[src/rtl/ffra_pkg.sv]
// Shared types, codes and helpers for the frame-fenced ring allocator.
// Depends on nothing; every other file of the block but ffra_divider uses it.
package ffra_pkg;

   // Function codes of an input item.
   localparam logic [2:0] FUNC_BEGIN  = 3'd0;
   localparam logic [2:0] FUNC_ALLOC  = 3'd1;
   localparam logic [2:0] FUNC_END    = 3'd2;
   localparam logic [2:0] FUNC_ABORT  = 3'd3;
   localparam logic [2:0] FUNC_RETIRE = 3'd4;

   // Status codes of a result item.
   localparam logic [3:0] ST_OK       = 4'd0;
   localparam logic [3:0] ST_NOT_INIT = 4'd1;
   localparam logic [3:0] ST_INVALID  = 4'd2;
   localparam logic [3:0] ST_ACTIVE   = 4'd3;
   localparam logic [3:0] ST_NO_FRAME = 4'd4;
   localparam logic [3:0] ST_RANGE    = 4'd5;
   localparam logic [3:0] ST_ORDER    = 4'd6;
   localparam logic [3:0] ST_OVERFLOW = 4'd7;
   localparam logic [3:0] ST_NO_SPACE = 4'd8;

   // Configuration register indexes.
   localparam logic [1:0] REG_ENABLE   = 2'd0;
   localparam logic [1:0] REG_CAPACITY = 2'd1;
   localparam logic [1:0] REG_FRAMES   = 2'd2;

   localparam logic [31:0] CAPACITY_RESET = 32'd65536;
   localparam logic [3:0]  FRAMES_RESET   = 4'd3;

   // State update applied by the datapath when an item finishes.
   localparam logic [2:0] C_NONE   = 3'd0;
   localparam logic [2:0] C_STAT   = 3'd1;
   localparam logic [2:0] C_FAIL   = 3'd2;
   localparam logic [2:0] C_BEGIN  = 3'd3;
   localparam logic [2:0] C_ALLOC  = 3'd4;
   localparam logic [2:0] C_END    = 3'd5;
   localparam logic [2:0] C_ABORT  = 3'd6;
   localparam logic [2:0] C_RETIRE = 3'd7;

   // Slot table read address select.
   localparam logic [1:0] RD_ACTIVE = 2'd0;
   localparam logic [1:0] RD_SLOT   = 2'd1;
   localparam logic [1:0] RD_SCAN   = 2'd2;

   // Remainder unit operations.
   localparam logic DIV_HEAD_MOD_CAP  = 1'b0;
   localparam logic DIV_PHYS_MOD_ALGN = 1'b1;

   typedef struct packed {
      logic [2:0]  func;
      logic [7:0]  frame_slot;
      logic        waited;
      logic [31:0] request_size;
      logic [31:0] align_bytes;
   } req_type;

   typedef struct packed {
      logic [3:0]  status;
      logic [31:0] slice_offset;
      logic [63:0] slice_virtual;
      logic [2:0]  slice_frame;
      logic [31:0] slice_generation;
      logic [31:0] used_bytes;
      logic [31:0] free_bytes;
      logic [3:0]  in_flight_frames;
      logic        frame_open;
      logic [31:0] wraps_total;
      logic [31:0] stalls_total;
      logic [31:0] failures_total;
   } rsp_type;

   typedef struct packed {
      logic       load;
      logic [1:0] rd_sel;
      logic       ref_latch;
      logic       scan_inc;
      logic       div_start;
      logic       div_mode;
      logic       phys_latch;
      logic       calc_latch;
      logic [2:0] commit;
      logic [3:0] status;
      logic       fin;
   } cmd_type;

   typedef struct packed {
      logic [2:0] func;
      logic       ring_ready;
      logic       frame_active;
      logic       slot_in_range;
      logic       slot_in_flight;
      logic       arg_zero;
      logic       size_over_cap;
      logic       div_done;
      logic       scan_older;
      logic       scan_last;
      logic       align_overflow;
      logic       head_overflow;
      logic       no_space;
   } stat_type;

   function automatic logic [31:0] sat_inc(input logic [31:0] value);
      sat_inc = (value == 32'hFFFF_FFFF) ? value : value + 32'd1;
   endfunction

endpackage

[src/rtl/ffra_divider.sv]
// Bit-serial remainder unit: one quotient bit per cycle.
// Depends on ffra_pkg only through the block's conventions; no package items used.
module ffra_divider (
   input  logic        clock,
   input  logic        reset,
   input  logic        start,
   input  logic [63:0] dividend,
   input  logic [31:0] divisor,
   input  logic [6:0]  steps,
   output logic        done,
   output logic [31:0] remainder
);

   logic [63:0] num_ff;
   logic [31:0] rem_ff;
   logic [6:0]  cnt_ff;
   logic        busy_ff;
   logic [32:0] trial;
   logic [32:0] diff;

   assign trial = {rem_ff, num_ff[63]};
   assign diff  = trial - {1'b0, divisor};
   assign done      = busy_ff && (cnt_ff == 7'd0);
   assign remainder = rem_ff;

   always_ff @(posedge clock) begin
      if (reset) begin
         busy_ff <= 1'b0;
         cnt_ff  <= 7'd0;
      end else if (start) begin
         busy_ff <= 1'b1;
         cnt_ff  <= steps;
      end else if (busy_ff) begin
         if (cnt_ff == 7'd0) begin
            busy_ff <= 1'b0;
         end else begin
            cnt_ff <= cnt_ff - 7'd1;
         end
      end
   end

   always_ff @(posedge clock) begin
      if (start) begin
         num_ff <= dividend;
         rem_ff <= 32'd0;
      end else if (busy_ff && (cnt_ff != 7'd0)) begin
         num_ff <= {num_ff[62:0], 1'b0};
         rem_ff <= diff[32] ? trial[31:0] : diff[31:0];
      end
   end

endmodule

[src/rtl/ffra_datapath.sv]
// Datapath of the ring allocator: positions, slot table, counters, result register.
// Depends on ffra_pkg and ffra_divider; driven by ffra_ctrl commands.
module ffra_datapath #(
   parameter int MAX_FRAMES = 8
) (
   input  logic                clock,
   input  logic                reset,
   input  ffra_pkg::req_type   req,
   input  ffra_pkg::cmd_type   cmd,
   input  logic                csr_we,
   input  logic [1:0]          csr_index,
   input  logic [31:0]         csr_wdata,
   output ffra_pkg::stat_type  stat,
   output ffra_pkg::rsp_type   rsp,
   output logic                rsp_valid
);

   localparam int SW = (MAX_FRAMES > 1) ? $clog2(MAX_FRAMES) : 1;

   // Configuration.
   logic        en_ff;
   logic [31:0] cap_ff;
   logic [3:0]  fc_ff;
   logic        cfg_clear;
   logic        ring_ready;

   // Ring state.
   ffra_pkg::req_type     req_ff;
   logic [63:0]           head_ff;
   logic [63:0]           tail_ff;
   logic [MAX_FRAMES-1:0] inflight_ff;
   logic [MAX_FRAMES-1:0] row_valid_ff;
   logic [SW-1:0]         active_ff;
   logic                  act_valid_ff;
   logic [31:0]           fwraps_ff;
   logic [31:0]           wraps_ff;
   logic [31:0]           stalls_ff;
   logic [31:0]           fails_ff;

   // Slot table.
   logic [63:0] start_mem  [MAX_FRAMES];
   logic [63:0] retire_mem [MAX_FRAMES];
   logic [31:0] gen_mem    [MAX_FRAMES];
   logic [63:0] rd_start_ff;
   logic [63:0] rd_retire_ff;
   logic [31:0] rd_gen_ff;
   logic [SW-1:0] rd_addr;
   logic [SW-1:0] slot_idx;
   logic [SW-1:0] idx_ff;

   // Begin and allocate work registers.
   logic [63:0] ref_retire_ff;
   logic [31:0] ref_gen_ff;
   logic [31:0] gen_in;
   logic [31:0] phys_ff;
   logic [31:0] aligned_ff;
   logic [31:0] pad_ff;
   logic [32:0] used_ff;
   logic        wrapped_ff;
   logic        align_ovf_ff;
   logic [63:0] avail_ff;

   logic [33:0] align_sum;
   logic [33:0] aligned34;
   logic [33:0] end_sum;
   logic        crosses;
   logic [31:0] pad_in;
   logic [32:0] used_in;
   logic [64:0] head_sum;
   logic [MAX_FRAMES-1:0] fc_mask;

   // Divider hookup.
   logic        div_done;
   logic [31:0] div_rem;
   logic [63:0] div_num;
   logic [31:0] div_den;
   logic [6:0]  div_steps;

   // Result registers.
   logic [3:0]  status_ff;
   logic [31:0] sl_offset_ff;
   logic [63:0] sl_virtual_ff;
   logic [2:0]  sl_frame_ff;
   logic [31:0] sl_gen_ff;
   ffra_pkg::rsp_type rsp_ff;
   logic        rsp_valid_ff;
   logic [63:0] occ64;
   logic [31:0] cap_eff;
   logic [7:0]  active8;

   assign cfg_clear = csr_we && ((csr_index == ffra_pkg::REG_ENABLE) ||
                                 (csr_index == ffra_pkg::REG_CAPACITY) ||
                                 (csr_index == ffra_pkg::REG_FRAMES));
   assign ring_ready = en_ff && (cap_ff != 32'd0) && (fc_ff != 4'd0) &&
                       (5'(fc_ff) <= 5'(MAX_FRAMES));
   assign slot_idx = req_ff.frame_slot[SW-1:0];
   assign active8  = 8'(active_ff);

   always_comb begin
      for (int i = 0; i < MAX_FRAMES; i++) begin
         fc_mask[i] = (5'(i) < 5'(fc_ff));
      end
   end

   always_ff @(posedge clock) begin
      if (reset) begin
         en_ff  <= 1'b0;
         cap_ff <= ffra_pkg::CAPACITY_RESET;
         fc_ff  <= ffra_pkg::FRAMES_RESET;
      end else if (csr_we) begin
         unique case (csr_index)
            ffra_pkg::REG_ENABLE:   en_ff  <= csr_wdata[0];
            ffra_pkg::REG_CAPACITY: cap_ff <= csr_wdata;
            ffra_pkg::REG_FRAMES:   fc_ff  <= csr_wdata[3:0];
            default: ;
         endcase
      end
   end

   always_ff @(posedge clock) begin
      if (cmd.load) begin
         req_ff <= req;
      end
   end

   // Remainder unit: head mod capacity, then physical offset mod alignment.
   assign div_num   = (cmd.div_mode == ffra_pkg::DIV_HEAD_MOD_CAP) ? head_ff : {phys_ff, 32'd0};
   assign div_den   = (cmd.div_mode == ffra_pkg::DIV_HEAD_MOD_CAP) ? cap_ff : req_ff.align_bytes;
   assign div_steps = (cmd.div_mode == ffra_pkg::DIV_HEAD_MOD_CAP) ? 7'd64 : 7'd32;

   ffra_divider u_div (
      .clock     (clock),
      .reset     (reset),
      .start     (cmd.div_start),
      .dividend  (div_num),
      .divisor   (div_den),
      .steps     (div_steps),
      .done      (div_done),
      .remainder (div_rem)
   );

   // Slot table, read registered at one address.
   always_comb begin
      unique case (cmd.rd_sel)
         ffra_pkg::RD_SLOT: rd_addr = slot_idx;
         ffra_pkg::RD_SCAN: rd_addr = idx_ff;
         default:           rd_addr = active_ff;
      endcase
   end

   assign gen_in = (ref_gen_ff == 32'hFFFF_FFFF) ? 32'd1 : ref_gen_ff + 32'd1;

   always_ff @(posedge clock) begin
      if (cmd.commit == ffra_pkg::C_BEGIN) begin
         start_mem[slot_idx]  <= head_ff;
         retire_mem[slot_idx] <= head_ff;
         gen_mem[slot_idx]    <= gen_in;
      end else if (cmd.commit == ffra_pkg::C_END) begin
         retire_mem[active_ff] <= head_ff;
      end
      rd_start_ff  <= row_valid_ff[rd_addr] ? start_mem[rd_addr]  : 64'd0;
      rd_retire_ff <= row_valid_ff[rd_addr] ? retire_mem[rd_addr] : 64'd0;
      rd_gen_ff    <= row_valid_ff[rd_addr] ? gen_mem[rd_addr]    : 32'd0;
   end

   always_ff @(posedge clock) begin
      if (cmd.ref_latch) begin
         ref_retire_ff <= rd_retire_ff;
         ref_gen_ff    <= rd_gen_ff;
      end
   end

   always_ff @(posedge clock) begin
      if (reset) begin
         idx_ff <= '0;
      end else if (cmd.ref_latch) begin
         idx_ff <= '0;
      end else if (cmd.scan_inc) begin
         idx_ff <= idx_ff + SW'(1);
      end
   end

   // Alignment and wrap arithmetic.
   assign align_sum = 34'(phys_ff) + 34'(req_ff.align_bytes) - 34'(div_rem);
   assign aligned34 = (div_rem == 32'd0) ? 34'(phys_ff) : align_sum;
   assign end_sum   = 34'(aligned34[31:0]) + 34'(req_ff.request_size);
   assign crosses   = end_sum > 34'(cap_ff);
   assign pad_in    = crosses ? cap_ff - phys_ff : aligned34[31:0] - phys_ff;
   assign used_in   = 33'(pad_in) + 33'(req_ff.request_size);
   assign head_sum  = {1'b0, head_ff} + 65'(used_ff);

   always_ff @(posedge clock) begin
      if (cmd.phys_latch) begin
         phys_ff <= div_rem;
      end
      if (cmd.calc_latch) begin
         aligned_ff   <= crosses ? 32'd0 : aligned34[31:0];
         pad_ff       <= pad_in;
         used_ff      <= used_in;
         wrapped_ff   <= crosses;
         align_ovf_ff <= (aligned34[33:32] != 2'd0);
         avail_ff     <= 64'(cap_ff) - (head_ff - tail_ff);
      end
   end

   // Ring state updates.
   always_ff @(posedge clock) begin
      if (reset || cfg_clear) begin
         head_ff      <= 64'd0;
         tail_ff      <= 64'd0;
         inflight_ff  <= '0;
         row_valid_ff <= '0;
         active_ff    <= '0;
         act_valid_ff <= 1'b0;
         fwraps_ff    <= 32'd0;
         wraps_ff     <= 32'd0;
         stalls_ff    <= 32'd0;
         fails_ff     <= 32'd0;
      end else begin
         unique case (cmd.commit)
            ffra_pkg::C_BEGIN: begin
               if (inflight_ff[slot_idx]) begin
                  if (req_ff.waited && (ref_retire_ff > tail_ff)) begin
                     stalls_ff <= ffra_pkg::sat_inc(stalls_ff);
                  end
                  tail_ff               <= ref_retire_ff;
                  inflight_ff[slot_idx] <= 1'b0;
               end
               row_valid_ff[slot_idx] <= 1'b1;
               active_ff              <= slot_idx;
               act_valid_ff           <= 1'b1;
               fwraps_ff              <= 32'd0;
            end
            ffra_pkg::C_ALLOC: begin
               head_ff <= head_sum[63:0];
               if (wrapped_ff) begin
                  wraps_ff  <= ffra_pkg::sat_inc(wraps_ff);
                  fwraps_ff <= ffra_pkg::sat_inc(fwraps_ff);
               end
            end
            ffra_pkg::C_FAIL: begin
               fails_ff <= ffra_pkg::sat_inc(fails_ff);
            end
            ffra_pkg::C_END: begin
               inflight_ff[active_ff] <= 1'b1;
               act_valid_ff           <= 1'b0;
               fwraps_ff              <= 32'd0;
            end
            ffra_pkg::C_ABORT: begin
               head_ff <= rd_start_ff;
               if (wraps_ff != 32'hFFFF_FFFF) begin
                  wraps_ff <= (wraps_ff >= fwraps_ff) ? wraps_ff - fwraps_ff : 32'd0;
               end
               act_valid_ff <= 1'b0;
               fwraps_ff    <= 32'd0;
            end
            ffra_pkg::C_RETIRE: begin
               inflight_ff <= '0;
               tail_ff     <= head_ff;
            end
            default: ;
         endcase
      end
   end

   // Per-item result fields, set when the item finishes.
   always_ff @(posedge clock) begin
      if (cmd.commit != ffra_pkg::C_NONE) begin
         status_ff <= cmd.status;
         if (cmd.commit == ffra_pkg::C_ALLOC) begin
            sl_offset_ff  <= aligned_ff;
            sl_virtual_ff <= head_ff + 64'(pad_ff);
            sl_frame_ff   <= active8[2:0];
            sl_gen_ff     <= rd_gen_ff;
         end else begin
            sl_offset_ff  <= 32'd0;
            sl_virtual_ff <= 64'd0;
            sl_frame_ff   <= 3'd0;
            sl_gen_ff     <= 32'd0;
         end
      end
   end

   assign occ64   = head_ff - tail_ff;
   assign cap_eff = ring_ready ? cap_ff : 32'd0;

   always_ff @(posedge clock) begin
      if (cmd.fin) begin
         rsp_ff.status           <= status_ff;
         rsp_ff.slice_offset     <= sl_offset_ff;
         rsp_ff.slice_virtual    <= sl_virtual_ff;
         rsp_ff.slice_frame      <= sl_frame_ff;
         rsp_ff.slice_generation <= sl_gen_ff;
         rsp_ff.used_bytes       <= occ64[31:0];
         rsp_ff.free_bytes       <= cap_eff - occ64[31:0];
         rsp_ff.in_flight_frames <= ring_ready ? 4'($countones(inflight_ff & fc_mask)) : 4'd0;
         rsp_ff.frame_open       <= act_valid_ff;
         rsp_ff.wraps_total      <= wraps_ff;
         rsp_ff.stalls_total     <= stalls_ff;
         rsp_ff.failures_total   <= fails_ff;
      end
   end

   always_ff @(posedge clock) begin
      if (reset) begin
         rsp_valid_ff <= 1'b0;
      end else begin
         rsp_valid_ff <= cmd.fin;
      end
   end

   assign rsp       = rsp_ff;
   assign rsp_valid = rsp_valid_ff;

   // Status back to the controller.
   assign stat.func           = req_ff.func;
   assign stat.ring_ready     = ring_ready;
   assign stat.frame_active   = act_valid_ff;
   assign stat.slot_in_range  = req_ff.frame_slot < 8'(fc_ff);
   assign stat.slot_in_flight = inflight_ff[slot_idx];
   assign stat.arg_zero       = (req_ff.request_size == 32'd0) || (req_ff.align_bytes == 32'd0);
   assign stat.size_over_cap  = req_ff.request_size > cap_ff;
   assign stat.div_done       = div_done;
   assign stat.scan_older     = inflight_ff[idx_ff] && (rd_retire_ff < ref_retire_ff);
   assign stat.scan_last      = (5'(idx_ff) == (5'(fc_ff) - 5'd1));
   assign stat.align_overflow = align_ovf_ff;
   assign stat.head_overflow  = head_sum[64];
   assign stat.no_space       = 64'(used_ff) > avail_ff;

endmodule

[src/rtl/ffra_ctrl.sv]
// Controller state machine of the ring allocator.
// Depends on ffra_pkg; issues commands to ffra_datapath and reads its status.
module ffra_ctrl (
   input  logic               clock,
   input  logic               reset,
   input  logic               start,
   output logic               busy,
   input  ffra_pkg::stat_type stat,
   output ffra_pkg::cmd_type  cmd
);

   localparam logic [3:0] S_IDLE   = 4'd0;
   localparam logic [3:0] S_LOAD   = 4'd1;
   localparam logic [3:0] S_DISP   = 4'd2;
   localparam logic [3:0] S_B_RD   = 4'd3;
   localparam logic [3:0] S_B_LAT  = 4'd4;
   localparam logic [3:0] S_B_SRD  = 4'd5;
   localparam logic [3:0] S_B_SCMP = 4'd6;
   localparam logic [3:0] S_A_W1   = 4'd7;
   localparam logic [3:0] S_A_D2   = 4'd8;
   localparam logic [3:0] S_A_W2   = 4'd9;
   localparam logic [3:0] S_A_C2   = 4'd10;
   localparam logic [3:0] S_FIN    = 4'd11;
   localparam logic [3:0] S_B_COM  = 4'd12;

   logic [3:0] state_ff;
   logic [3:0] state_in;

   assign busy = (state_ff != S_IDLE);

   always_ff @(posedge clock) begin
      if (reset) begin
         state_ff <= S_IDLE;
      end else begin
         state_ff <= state_in;
      end
   end

   always_comb begin
      cmd        = '0;
      cmd.rd_sel = ffra_pkg::RD_ACTIVE;
      state_in   = state_ff;
      unique case (state_ff)
         S_IDLE: begin
            if (start) begin
               cmd.load = 1'b1;
               state_in = S_LOAD;
            end
         end
         S_LOAD: begin
            state_in = S_DISP;
         end
         S_DISP: begin
            state_in   = S_FIN;
            cmd.commit = ffra_pkg::C_STAT;
            cmd.status = ffra_pkg::ST_OK;
            if (stat.func > ffra_pkg::FUNC_RETIRE) begin
               cmd.status = ffra_pkg::ST_INVALID;
            end else if (!stat.ring_ready) begin
               cmd.status = ffra_pkg::ST_NOT_INIT;
               if (stat.func == ffra_pkg::FUNC_ALLOC) begin
                  cmd.commit = ffra_pkg::C_FAIL;
               end
            end else if (stat.func == ffra_pkg::FUNC_BEGIN) begin
               if (stat.frame_active) begin
                  cmd.status = ffra_pkg::ST_ACTIVE;
               end else if (!stat.slot_in_range) begin
                  cmd.status = ffra_pkg::ST_RANGE;
               end else begin
                  cmd.commit = ffra_pkg::C_NONE;
                  state_in   = S_B_RD;
               end
            end else if (stat.func == ffra_pkg::FUNC_ALLOC) begin
               cmd.commit = ffra_pkg::C_FAIL;
               if (!stat.frame_active) begin
                  cmd.status = ffra_pkg::ST_NO_FRAME;
               end else if (stat.arg_zero) begin
                  cmd.status = ffra_pkg::ST_INVALID;
               end else if (stat.size_over_cap) begin
                  cmd.status = ffra_pkg::ST_NO_SPACE;
               end else begin
                  cmd.commit    = ffra_pkg::C_NONE;
                  cmd.div_start = 1'b1;
                  cmd.div_mode  = ffra_pkg::DIV_HEAD_MOD_CAP;
                  state_in      = S_A_W1;
               end
            end else if (!stat.frame_active) begin
               if (stat.func == ffra_pkg::FUNC_RETIRE) begin
                  cmd.commit = ffra_pkg::C_RETIRE;
               end else begin
                  cmd.status = ffra_pkg::ST_NO_FRAME;
               end
            end else if (stat.func == ffra_pkg::FUNC_RETIRE) begin
               cmd.status = ffra_pkg::ST_ACTIVE;
            end else if (stat.func == ffra_pkg::FUNC_END) begin
               cmd.commit = ffra_pkg::C_END;
            end else begin
               cmd.commit = ffra_pkg::C_ABORT;
            end
         end
         S_B_RD: begin
            cmd.rd_sel = ffra_pkg::RD_SLOT;
            state_in   = S_B_LAT;
         end
         S_B_LAT: begin
            cmd.ref_latch = 1'b1;
            if (stat.slot_in_flight) begin
               state_in = S_B_SRD;
            end else begin
               state_in = S_B_COM;
            end
         end
         S_B_COM: begin
            // The slot's generation was captured on the previous edge.
            cmd.commit = ffra_pkg::C_BEGIN;
            cmd.status = ffra_pkg::ST_OK;
            state_in   = S_FIN;
         end
         S_B_SRD: begin
            cmd.rd_sel = ffra_pkg::RD_SCAN;
            state_in   = S_B_SCMP;
         end
         S_B_SCMP: begin
            if (stat.scan_older) begin
               cmd.commit = ffra_pkg::C_STAT;
               cmd.status = ffra_pkg::ST_ORDER;
               state_in   = S_FIN;
            end else if (stat.scan_last) begin
               cmd.commit = ffra_pkg::C_BEGIN;
               cmd.status = ffra_pkg::ST_OK;
               state_in   = S_FIN;
            end else begin
               cmd.scan_inc = 1'b1;
               state_in     = S_B_SRD;
            end
         end
         S_A_W1: begin
            cmd.div_mode = ffra_pkg::DIV_HEAD_MOD_CAP;
            if (stat.div_done) begin
               cmd.phys_latch = 1'b1;
               state_in       = S_A_D2;
            end
         end
         S_A_D2: begin
            cmd.div_start = 1'b1;
            cmd.div_mode  = ffra_pkg::DIV_PHYS_MOD_ALGN;
            state_in      = S_A_W2;
         end
         S_A_W2: begin
            cmd.div_mode = ffra_pkg::DIV_PHYS_MOD_ALGN;
            if (stat.div_done) begin
               cmd.calc_latch = 1'b1;
               state_in       = S_A_C2;
            end
         end
         S_A_C2: begin
            state_in   = S_FIN;
            cmd.commit = ffra_pkg::C_FAIL;
            if (stat.align_overflow || stat.head_overflow) begin
               cmd.status = ffra_pkg::ST_OVERFLOW;
            end else if (stat.no_space) begin
               cmd.status = ffra_pkg::ST_NO_SPACE;
            end else begin
               cmd.commit = ffra_pkg::C_ALLOC;
               cmd.status = ffra_pkg::ST_OK;
            end
         end
         S_FIN: begin
            cmd.fin  = 1'b1;
            state_in = S_IDLE;
         end
         default: begin
            state_in = S_IDLE;
         end
      endcase
   end

endmodule

[src/rtl/frame_fenced_ring_allocator.sv]
// Top level of the frame-fenced ring allocator.
// Depends on ffra_pkg, ffra_ctrl and ffra_datapath (which holds ffra_divider).
//
//   Channel   Ports                              Transfer
//   ------    ---------------------------------  ------------------------------------
//   input     start, busy, req_data              taken at an edge with start high, busy low
//   result    rsp_valid, rsp_data                one item, shown for one cycle
//   config    csr_we, csr_index, csr_wdata       written at an edge with csr_we high
//
// One item is worked on at a time. End, abort, retire-all and every item rejected at
// dispatch pass through the load, dispatch and finish states to the result strobe; a
// begin on a slot with nothing in flight also reads, latches and commits its slot entry.
// A begin that retires an in-flight slot scans the slot table one entry at a time, with
// a read and a compare state per entry. An allocation runs two passes through the
// bit-serial remainder unit (64 steps for head modulo capacity, 32 for offset modulo
// alignment), which sets the item rate. The next item can be offered with the strobe.
// Reset is synchronous and needs no clearing pass; the slot table carries valid bits.
// The result strobe cannot be stalled; busy drops in the cycle the result is shown.
module frame_fenced_ring_allocator #(
   parameter int MAX_FRAMES = 8
) (
   input  logic              clock,
   input  logic              reset,
   input  logic              start,
   output logic              busy,
   input  ffra_pkg::req_type req_data,
   output logic              rsp_valid,
   output ffra_pkg::rsp_type rsp_data,
   input  logic              csr_we,
   input  logic [1:0]        csr_index,
   input  logic [31:0]       csr_wdata
);

   // Commands flow from the controller, status flows back.
   ffra_pkg::cmd_type  cmd;
   ffra_pkg::stat_type stat;

   ffra_ctrl u_ctrl (
      .clock (clock),
      .reset (reset),
      .start (start),
      .busy  (busy),
      .stat  (stat),
      .cmd   (cmd)
   );

   // The datapath owns all ring state, the slot table and the result register.
   ffra_datapath #(
      .MAX_FRAMES (MAX_FRAMES)
   ) u_dp (
      .clock     (clock),
      .reset     (reset),
      .req       (req_data),
      .cmd       (cmd),
      .csr_we    (csr_we),
      .csr_index (csr_index),
      .csr_wdata (csr_wdata),
      .stat      (stat),
      .rsp       (rsp_data),
      .rsp_valid (rsp_valid)
   );

endmodule

[config.mk]
export PLATFORM = sky130hd
export DESIGN_NAME = frame_fenced_ring_allocator
export DESIGN_NICKNAME = d
export VERILOG_FILES = /design/src/rtl/ffra_pkg.sv /design/src/rtl/ffra_divider.sv /design/src/rtl/ffra_datapath.sv /design/src/rtl/ffra_ctrl.sv /design/src/rtl/frame_fenced_ring_allocator.sv
export SDC_FILE = /design/constraint.sdc
export NUM_CORES = 2
export LEC_CHECK = 0
export CAP_MARGIN = 40
export CORE_AREA = 3 3 535 537
export CTS_CLUSTER_DIAMETER = 80
export DETAILED_ROUTE_END_ITERATION = 12
export DIE_AREA = 0 0 538 540
export DONT_BUFFER_PORTS = 1
export MAX_ROUTING_LAYER = met4
export PLACE_DENSITY_LB_ADDON = 0.12
export SYNTH_ARGS = -nofsm -noshare
export SYNTH_HDL_FRONTEND = slang
export SYNTH_SLANG_ARGS = --single-unit
[constraint.sdc]
create_clock -name clock -period 30.7 [get_ports clock]
set_input_delay 4.605 -clock clock [delete_from_list [all_inputs] [get_ports clock]]
set_output_delay 4.605 -clock clock [all_outputs]
set_load 0.03 [all_outputs]
# ---- Word-level counts from Yosys, hierarchy flattened
# Memories as Yosys holds them, arrays and structs flattened. A register that Yosys moved wholly into a read port is not among the register bits.
# Index checks and enable logic that the tools add are counted.
dict set report op_classes {
  n_addsub 28
  magnitude_cmp 23
  eq_ne 41
  reduce_logical 55
  bitwise 7
  mux 114
}
# op count
set ops {}
lappend ops {{two-way mux 32 bit} 11}
lappend ops {{two-way mux 64 bit} 5}
lappend ops {{case mux 64 bit (2 select lines)} 2}
lappend ops {{adder 32 x 1 -> 32 bit, second input constant} 5}
lappend ops {{== test 32 bit, second input constant} 5}
lappend ops {{case mux 32 bit (2 select lines)} 2}
lappend ops {{subtractor 32 bit} 4}
lappend ops {{adder 32 x 32 -> 33 bit} 3}
lappend ops {{logical NOT 32 bit} 3}
lappend ops {{two-way mux 4 bit} 22}
lappend ops {{adder 64 x 33 -> 65 bit} 1}
lappend ops {{adder 64 x 32 -> 64 bit} 1}
lappend ops {{> comparator 33 x 64 -> 1 bit} 1}
lappend ops {{> comparator 64 bit} 1}
lappend ops {{< comparator 64 bit} 1}
lappend ops {{OR reduction 64 bit} 1}
lappend ops {{subtractor 32 x 64 -> 64 bit} 1}
lappend ops {{subtractor 64 bit} 1}
lappend ops {{two-way mux 7 bit} 9}
lappend ops {{case mux 4 bit (11 select lines)} 1}
lappend ops {{> comparator 34 x 32 -> 1 bit} 1}
lappend ops {{two-way mux 34 bit} 1}
lappend ops {{subtractor 34 x 32 -> 34 bit} 1}
lappend ops {{subtractor 33 x 32 -> 33 bit} 1}
lappend ops {{61 further kinds} 184}
dict set report word_totals {
  regBits 1227
  input_bits 114
  wordCells 322
  out_inout_bits 302
  mem_bits_rw 1280
  n_memories 3
}
# name depth width read_ports rd_ports_with_merged_regs wr line
set memory_table {}
lappend memory_table {u_dp.retire_mem 8 64 1 1 1 ffra_datapath.sv:42} ;# logic [63:0] retire_mem [MAX_FRAMES];
lappend memory_table {u_dp.start_mem 8 64 1 1 1 ffra_datapath.sv:41} ;# logic [63:0] start_mem [MAX_FRAMES];
lappend memory_table {u_dp.gen_mem 8 32 1 1 1 ffra_datapath.sv:43} ;# logic [31:0] gen_mem [MAX_FRAMES];

# ---- Logic depth before layout (Yosys ltp)
dict set report depth {
  depth_word 15
  mapped_depth 71
}

# ---- By module
# From an unflattened synthesis, not the netlist that was laid out.
dict set report unflattened {
  hier_cells 10145
  area_unflattened_um2 127659.9
}
# module instances cells_per_inst area_per_inst_um2
set by_module_without_submodules {}
lappend by_module_without_submodules {ffra_datapath 1 9382 120346.7}
lappend by_module_without_submodules {ffra_divider 1 642 6526.3}
lappend by_module_without_submodules {ffra_ctrl 1 121 787.0}

# ---- Worst setup path before layout
# OpenSTA, ideal clock, no wires.
dict set report synth_path {
  kind {reg2reg}
  startpoint {reg u_dp.head_ff[1]}
  endpoint {mem u_dp.retire_mem[2][0] (enable)}
  t_arrival_ns 12.347
  synth_period_minus_slack_ns 12.847
  stages_incl_launch_ff 16
  setup_ns 0.499
  slack_ns 17.853
  cell_sequence {dfxtp_1 -> inv_1 -> fa_1 -> and2b_1 -> o21a_1 -> o21ai_2 -> a211oi_2 -> o2111ai_1 -> o211ai_2 -> a211oi_2 -> or4_4 -> buf_6 -> a21oi_4 -> o211ai_2 -> nor3_1 -> o21bai_1}
}
dict set report synth_via {
  elab_chain_len 10
  word_cells_on_any_way 14
  classes_between {add/sub: 1; eq/ne: 2; mux: 9; reduce/logical: 2}
}
# item line
set synth_lines {}
lappend synth_lines {{start: declaration} ffra_datapath.sv:29} ;# logic [63:0] head_ff;
lappend synth_lines {{start signal: assignment} ffra_datapath.sv:235} ;# head_ff <= head_sum[63:0];
lappend synth_lines {{start signal: assignment} ffra_datapath.sv:250} ;# head_ff <= rd_start_ff;
lappend synth_lines {{adder 64 x 33 -> 65 bit *} ffra_datapath.sv:190} ;# assign head_sum = {1'b0, head_ff} + 65'(used_ff);
lappend synth_lines {{logical OR 1 bit *} ffra_ctrl.sv:159} ;# if (stat.align_overflow || stat.head_overflow) begin
lappend synth_lines {{two-way mux 3 bit *} ffra_ctrl.sv:159}
lappend synth_lines {{case mux 7 bit (4 select lines) *} ffra_ctrl.sv:43} ;# unique case (state_ff)
lappend synth_lines {{== test 3 bit} ffra_datapath.sv:158} ;# end else if (cmd.commit == ffra_pkg::C_END) begin
lappend synth_lines {{two-way mux 1 bit} ffra_datapath.sv:158}
lappend synth_lines {{two-way mux 1 bit} ffra_datapath.sv:154} ;# if (cmd.commit == ffra_pkg::C_BEGIN) begin
lappend synth_lines {{two-way mux 1 bit (not written as such)} ffra_datapath.sv:159} ;# retire_mem[active_ff] <= head_ff;
lappend synth_lines {{OR reduction 64 bit (no source line)} -}
lappend synth_lines {{two-way mux 3 bit (no source line) or two-way mux 1 bit (tied branches)} -}
lappend synth_lines {{end: declaration} ffra_datapath.sv:42}
# Mark *: on every way between the ends. The rest lies on a longest branch, timed or not.

# ---- Worst setup path after layout
dict set report layout_path {
  startpoint {reg u_dp.phys_ff[0]}
  endpoint {reg u_dp.used_ff[29], data pin}
}
dict set report layout_via {
  elab_chain_len 7
  word_cells_on_any_way 9
  classes_between {add/sub: 6; order compare: 1; mux: 2}
}
# item line
set layout_lines {}
lappend layout_lines {{start: declaration} ffra_datapath.sv:55} ;# logic [31:0] phys_ff;
lappend layout_lines {{start signal: assignment} ffra_datapath.sv:194} ;# phys_ff <= div_rem;
lappend layout_lines {{adder 32 x 32 -> 33 bit *} ffra_datapath.sv:184} ;# assign align_sum = 34'(phys_ff) + 34'(req_ff.align_bytes) - 34'(div_rem);
lappend layout_lines {{subtractor 34 x 32 -> 34 bit *} ffra_datapath.sv:184}
lappend layout_lines {{two-way mux 34 bit *} ffra_datapath.sv:185} ;# assign aligned34 = (div_rem == 32'd0) ? 34'(phys_ff) : align_sum;
lappend layout_lines {{net u_dp.aligned34[17]} ffra_datapath.sv:64} ;# logic [33:0] aligned34;
lappend layout_lines {{adder 32 x 32 -> 33 bit} ffra_datapath.sv:186} ;# assign end_sum = 34'(aligned34[31:0]) + 34'(req_ff.request_size);
lappend layout_lines {{> comparator 34 x 32 -> 1 bit} ffra_datapath.sv:187} ;# assign crosses = end_sum > 34'(cap_ff);
lappend layout_lines {{two-way mux 32 bit *} ffra_datapath.sv:188} ;# assign pad_in = crosses ? cap_ff - phys_ff : aligned34[31:0] - phys_ff;
lappend layout_lines {{net u_dp.pad_in[18]} ffra_datapath.sv:67} ;# logic [31:0] pad_in;
lappend layout_lines {{adder 32 x 32 -> 33 bit *} ffra_datapath.sv:189} ;# assign used_in = 33'(pad_in) + 33'(req_ff.request_size);
lappend layout_lines {{net u_dp.used_in[29]} ffra_datapath.sv:68} ;# logic [32:0] used_in;
lappend layout_lines {{end signal: assignment} ffra_datapath.sv:199} ;# used_ff <= used_in;
lappend layout_lines {{end: declaration} ffra_datapath.sv:58} ;# logic [32:0] used_ff;
# Mark *: on every way through the listed nets, which the timed path passes. The rest lies on a longest branch.
# A chain may end at the register's enable or synchronous reset.

==> impl_metrics.tcl <==
set metrics [dict create \
    outcome "completed" \
    synthTopCellsByCount "edfxtp_1, nand2_1, a21oi_1" \
    syn_inst 10200 \
    r2r_slack_ns 15.92 \
    grt_pass1_wl_um 583000 \
    synth_warnings 0 \
    synth-main-ff-cell "edfxtp_1" \
    synth_top_family_by_area "compound AO/OA/AOI/OAI gates" \
    crit_required_ns 31.33 \
    dr.pass1.iters 6 \
    synthDistinctLibCells 99 \
    hold_viol 0 \
    worst_r2r_endpoint "u_dp.used_ff[29]$_DFFE_PP_" \
    yosys.area.top_type_share_pct 50.9 \
    core_region_area_um2 282000 \
    tightest_slew_ns 1.16 \
    synth-simple-area-share_pct 10.8 \
    final_antenna_net_count 0 \
    cts.sinks 2667 \
    drv_slew 0 \
    multiInputGateArea_um2 48700 \
    worst-path-max-fanout 28 \
    yosysSeqAreaShare_pct 59.1 \
    yosys-top-cells-area "edfxtp_1, dfxtp_1, ha_1" \
    internal_power_w 0.0112 \
    cts-resized-gates 0 \
    rows 195 \
    synth_fp_nets 11000 \
    drc 0 \
    die_y_um 540 \
    ios 416 \
    initial_utilization_pct 44.9 \
    setup_slack_ns 15.92 \
    r2r-start "u_dp.phys_ff[0]$_DFFE_PP_" \
    synth_edf_count 2146 \
    irDropWorstVdd_v 0.000328 \
    root_buffer "clkbuf_16" \
    die_w_um 538 \
    worstSetupEndpoint "u_dp.used_ff[29]$_DFFE_PP_" \
    critPathArrivalTime_ns 15.40 \
    hold_class "reg2reg" \
    dr_wl_met2_um 191000 \
    gr-total-overflow 0 \
    synth_top_area_cell "edfxtp_1" \
    dieArea_um2 291000 \
    pre_cts_ws_ns 16.35 \
    drt_iter0_drc 8464 \
    clk_pin_slew_worst_paths_ns 0.06 \
    syn_avg_cell_area_um2 12.4 \
    synth_compound_area_share_pct 10.9 \
    fin_nets 11100 \
    cts_buffer_depth 4 \
    p_total_w 0.0193 \
    hpwl_um 279000 \
    cts_buffers 301 \
    area.growth.synth_to_final_pct 12.6 \
    postCtsSetupRepairBufs 0 \
    r2r.worst_path.cells 65 \
    cp-end-kind "flip-flop" \
    p_leak_nw 50.3 \
    slew_headroom_pct 22.7 \
    dr_wl_met3_um 26500 \
    cts_hold_buf 0 \
    synth_async_sr_flop_share_pct 0 \
    path_class "reg2reg" \
    port-buffer-count 0 \
    finalCriticalPeriod_ns 14.78 \
    critPathMaxStageDelay_ns 0.49 \
    seqPwrFrac_pct 25.7 \
    pwr-share-clk_pct 19.2 \
    fin_crit_sh_pct 48.1 \
    regArea_um2 74900 \
    p_sw_w 0.00810 \
    ys_ff_latch 2667 \
    routed_wl_um 406000 \
    dr.max_layer_used "met4" \
    fin_skew_ns 0.0423 \
    post-synth-top-count-cell "edfxtp_1" \
    pwr_density_cell_nw_per_um2 135 \
    maxCapViolCount 0 \
    drive_gt1_share_pct 11.1 \
    place_congestion 0.964 \
    grt_usage_pct 28.1 \
    crit_top_cell "a21oi_1" \
    vias 85700 \
    grt_pass1_vias 83500 \
    avgRoutedWirePerCell_um 28.4 \
    setup_violations 0 \
    synth_xor_area_share_pct 3.12 \
    antenna_found_initial 33 \
    max_freq_mhz 67.7 \
    setup_tns_ns 0 \
    cts_tree "yes" \
    grt_start_max_net_pins 161 \
    synthMuxAreaShare_pct 6.46 \
    synth_fa_ha_area_share_pct 6.82 \
    critPathLaunchType "flip-flop" \
    rsz0062_at_grt "no" \
    switching_share_pct 41.9 \
    insertion_delay_ns 0.91 \
    vias_per_cell 5.99 \
    wl_met1_um 174000 \
    slowest_stage "a31oi_1" \
    nFillCells 24400 \
    startpoint "u_dp.phys_ff[0]$_DFFE_PP_" \
    synth_area_um2 127000 \
    pwr-share-comb_pct 55.1 \
    htreeDepth 5 \
]
-- registers in the layout (all words and copies together) (netlist names), 73 cells and up --
signal,cells
u_dp.req_ff,73
u_dp.start_mem,512
u_dp.rsp,300
u_dp.gen_mem,256
u_dp.retire_mem,512
-- cell type report --
class                      count  share of cell area (%)
sequential                  2667                    52.5
multi-input combinational   6610                    34.2
clock buffer                 406                    5.90
tap                         3743                    3.28
timing repair buffer         232                    1.61
inverter                     491                    1.29
clock inverter               149                    1.23
antenna                       13                  0.0228
-- how the worst min path moves through the flow --
stage | from | to | slack [ns] | cells past startpoint
after detailed placement | u_dp.sl_virtual_ff[16]$_SDFFCE_PP0P_ | u_dp.rsp[216]$_DFFE_PP_ | 0.40 | 0
after floorplan | u_dp.rd_retire_ff[0]$_SDFF_PN0_ | u_dp.ref_retire_ff[0]$_DFFE_PP_ | 0.40 | 0
after global routing | u_dp.sl_offset_ff[16]$_SDFFCE_PP0P_ | u_dp.rsp[280]$_DFFE_PP_ | 0.41 | 0
after global placement | u_dp.sl_virtual_ff[8]$_SDFFCE_PP0P_ | u_dp.rsp[208]$_DFFE_PP_ | 0.40 | 0
final | u_dp.sl_offset_ff[16]$_SDFFCE_PP0P_ | u_dp.rsp[280]$_DFFE_PP_ | 0.40 | 0
after CTS | u_dp.sl_offset_ff[16]$_SDFFCE_PP0P_ | u_dp.rsp[280]$_DFFE_PP_ | 0.40 | 0
-- power groups by stage --
| stage | sequential (W) | clock (W) | combinational (W) |
|---|---|---|---|
| 3_5_place_dp | 0.00503 | 0 | 0.0104 |
| 6_report | 0.00496 | 0.00371 | 0.0107 |
| 3_3_place_gp | 0.00503 | 0 | 0.0102 |
| 2_1_floorplan | 0.00494 | 0 | 0.00778 |
| 4_1_cts | 0.00496 | 0.00379 | 0.0105 |
| 5_1_grt | 0.00497 | 0.00393 | 0.0116 |
-- metrics by stage --
stage | std cells | hold WS [ns] | utilization (%) | cell area (um2)
6_report | 14300 | 0.399 | 50.6 | 143000
5_1_grt | 14300 | 0.410 | 50.6 | 143000
4_1_cts | 14300 | 0.398 | 50.5 | 143000
3_5_place_dp | 13700 | 0.405 | 46.9 | 132000
3_3_place_gp | 13700 | 0.401 | 46.7 | 132000
2_1_floorplan | 10200 | 0.400 | - | 127000
-- kinds of logic (layout without fill, tap and decap cells) --
logic type | count (synthesis) | in the layout
AOI/OAI and AO/OA | 2195 | 2195
DFF | 2667 | 2667
xor gates and xnor gates | 452 | 452
buffers and inverters | 908 | 1278
adders and majority gates | 681 | 681
other | 0 | 13
muxes | 410 | 410
and+or+nand+nor | 2872 | 2872
-- worst max-delay path, delay by kind of cell, from the launching register on --
family,cells,cell delay (ns)
AOI/OAI and AO/OA,38,8.31
and+or+nand+nor,13,2.42
adders and majority gates,7,2.19
xor gates and xnor gates,5,0.79
DFF,1,0.40
buffers and inverters,2,0.35
-- routing by layer --
layer / track usage, % / vias to the layer above
li1: - / 38500
met1: 37.9 / 43400
met2: 43.9 / 3121
met3: 4.18 / 647
met4: 8.92 / 0
met5: - / -
-- cell usage in the layout (no fill, tap or decap), types with 59 or more instances in the layout --
cell | netlist | final
edfxtp_1 | 2146 | 2146
nand2_1 | 1113 | 1109
a21oi_1 | 725 | 723
ha_1 | 665 | 665
nor2_1 | 564 | 554
dfxtp_1 | 521 | 521
inv_1 | 491 | 491
o21ai_0 | 401 | 399
mux4_2 | 326 | 326
clkbuf_16 | 0 | 309
a21o_1 | 306 | 305
xnor2_1 | 283 | 283
nand3_1 | 189 | 189
buf_4 | 4 | 188
xor2_1 | 169 | 169
and3_1 | 155 | 152
a31oi_1 | 134 | 134
nor3_1 | 132 | 124
nand4_1 | 121 | 121
nand2b_1 | 113 | 112
nor4_1 | 109 | 109
nor2b_1 | 107 | 106
o21a_1 | 84 | 83
mux2i_1 | 78 | 77
a211oi_1 | 72 | 72
clkbuf_1 | 306 | 66
and2_1 | 63 | 63
o21bai_1 | 62 | 59
No activity file was read; power rests on OpenSTA's default activity.
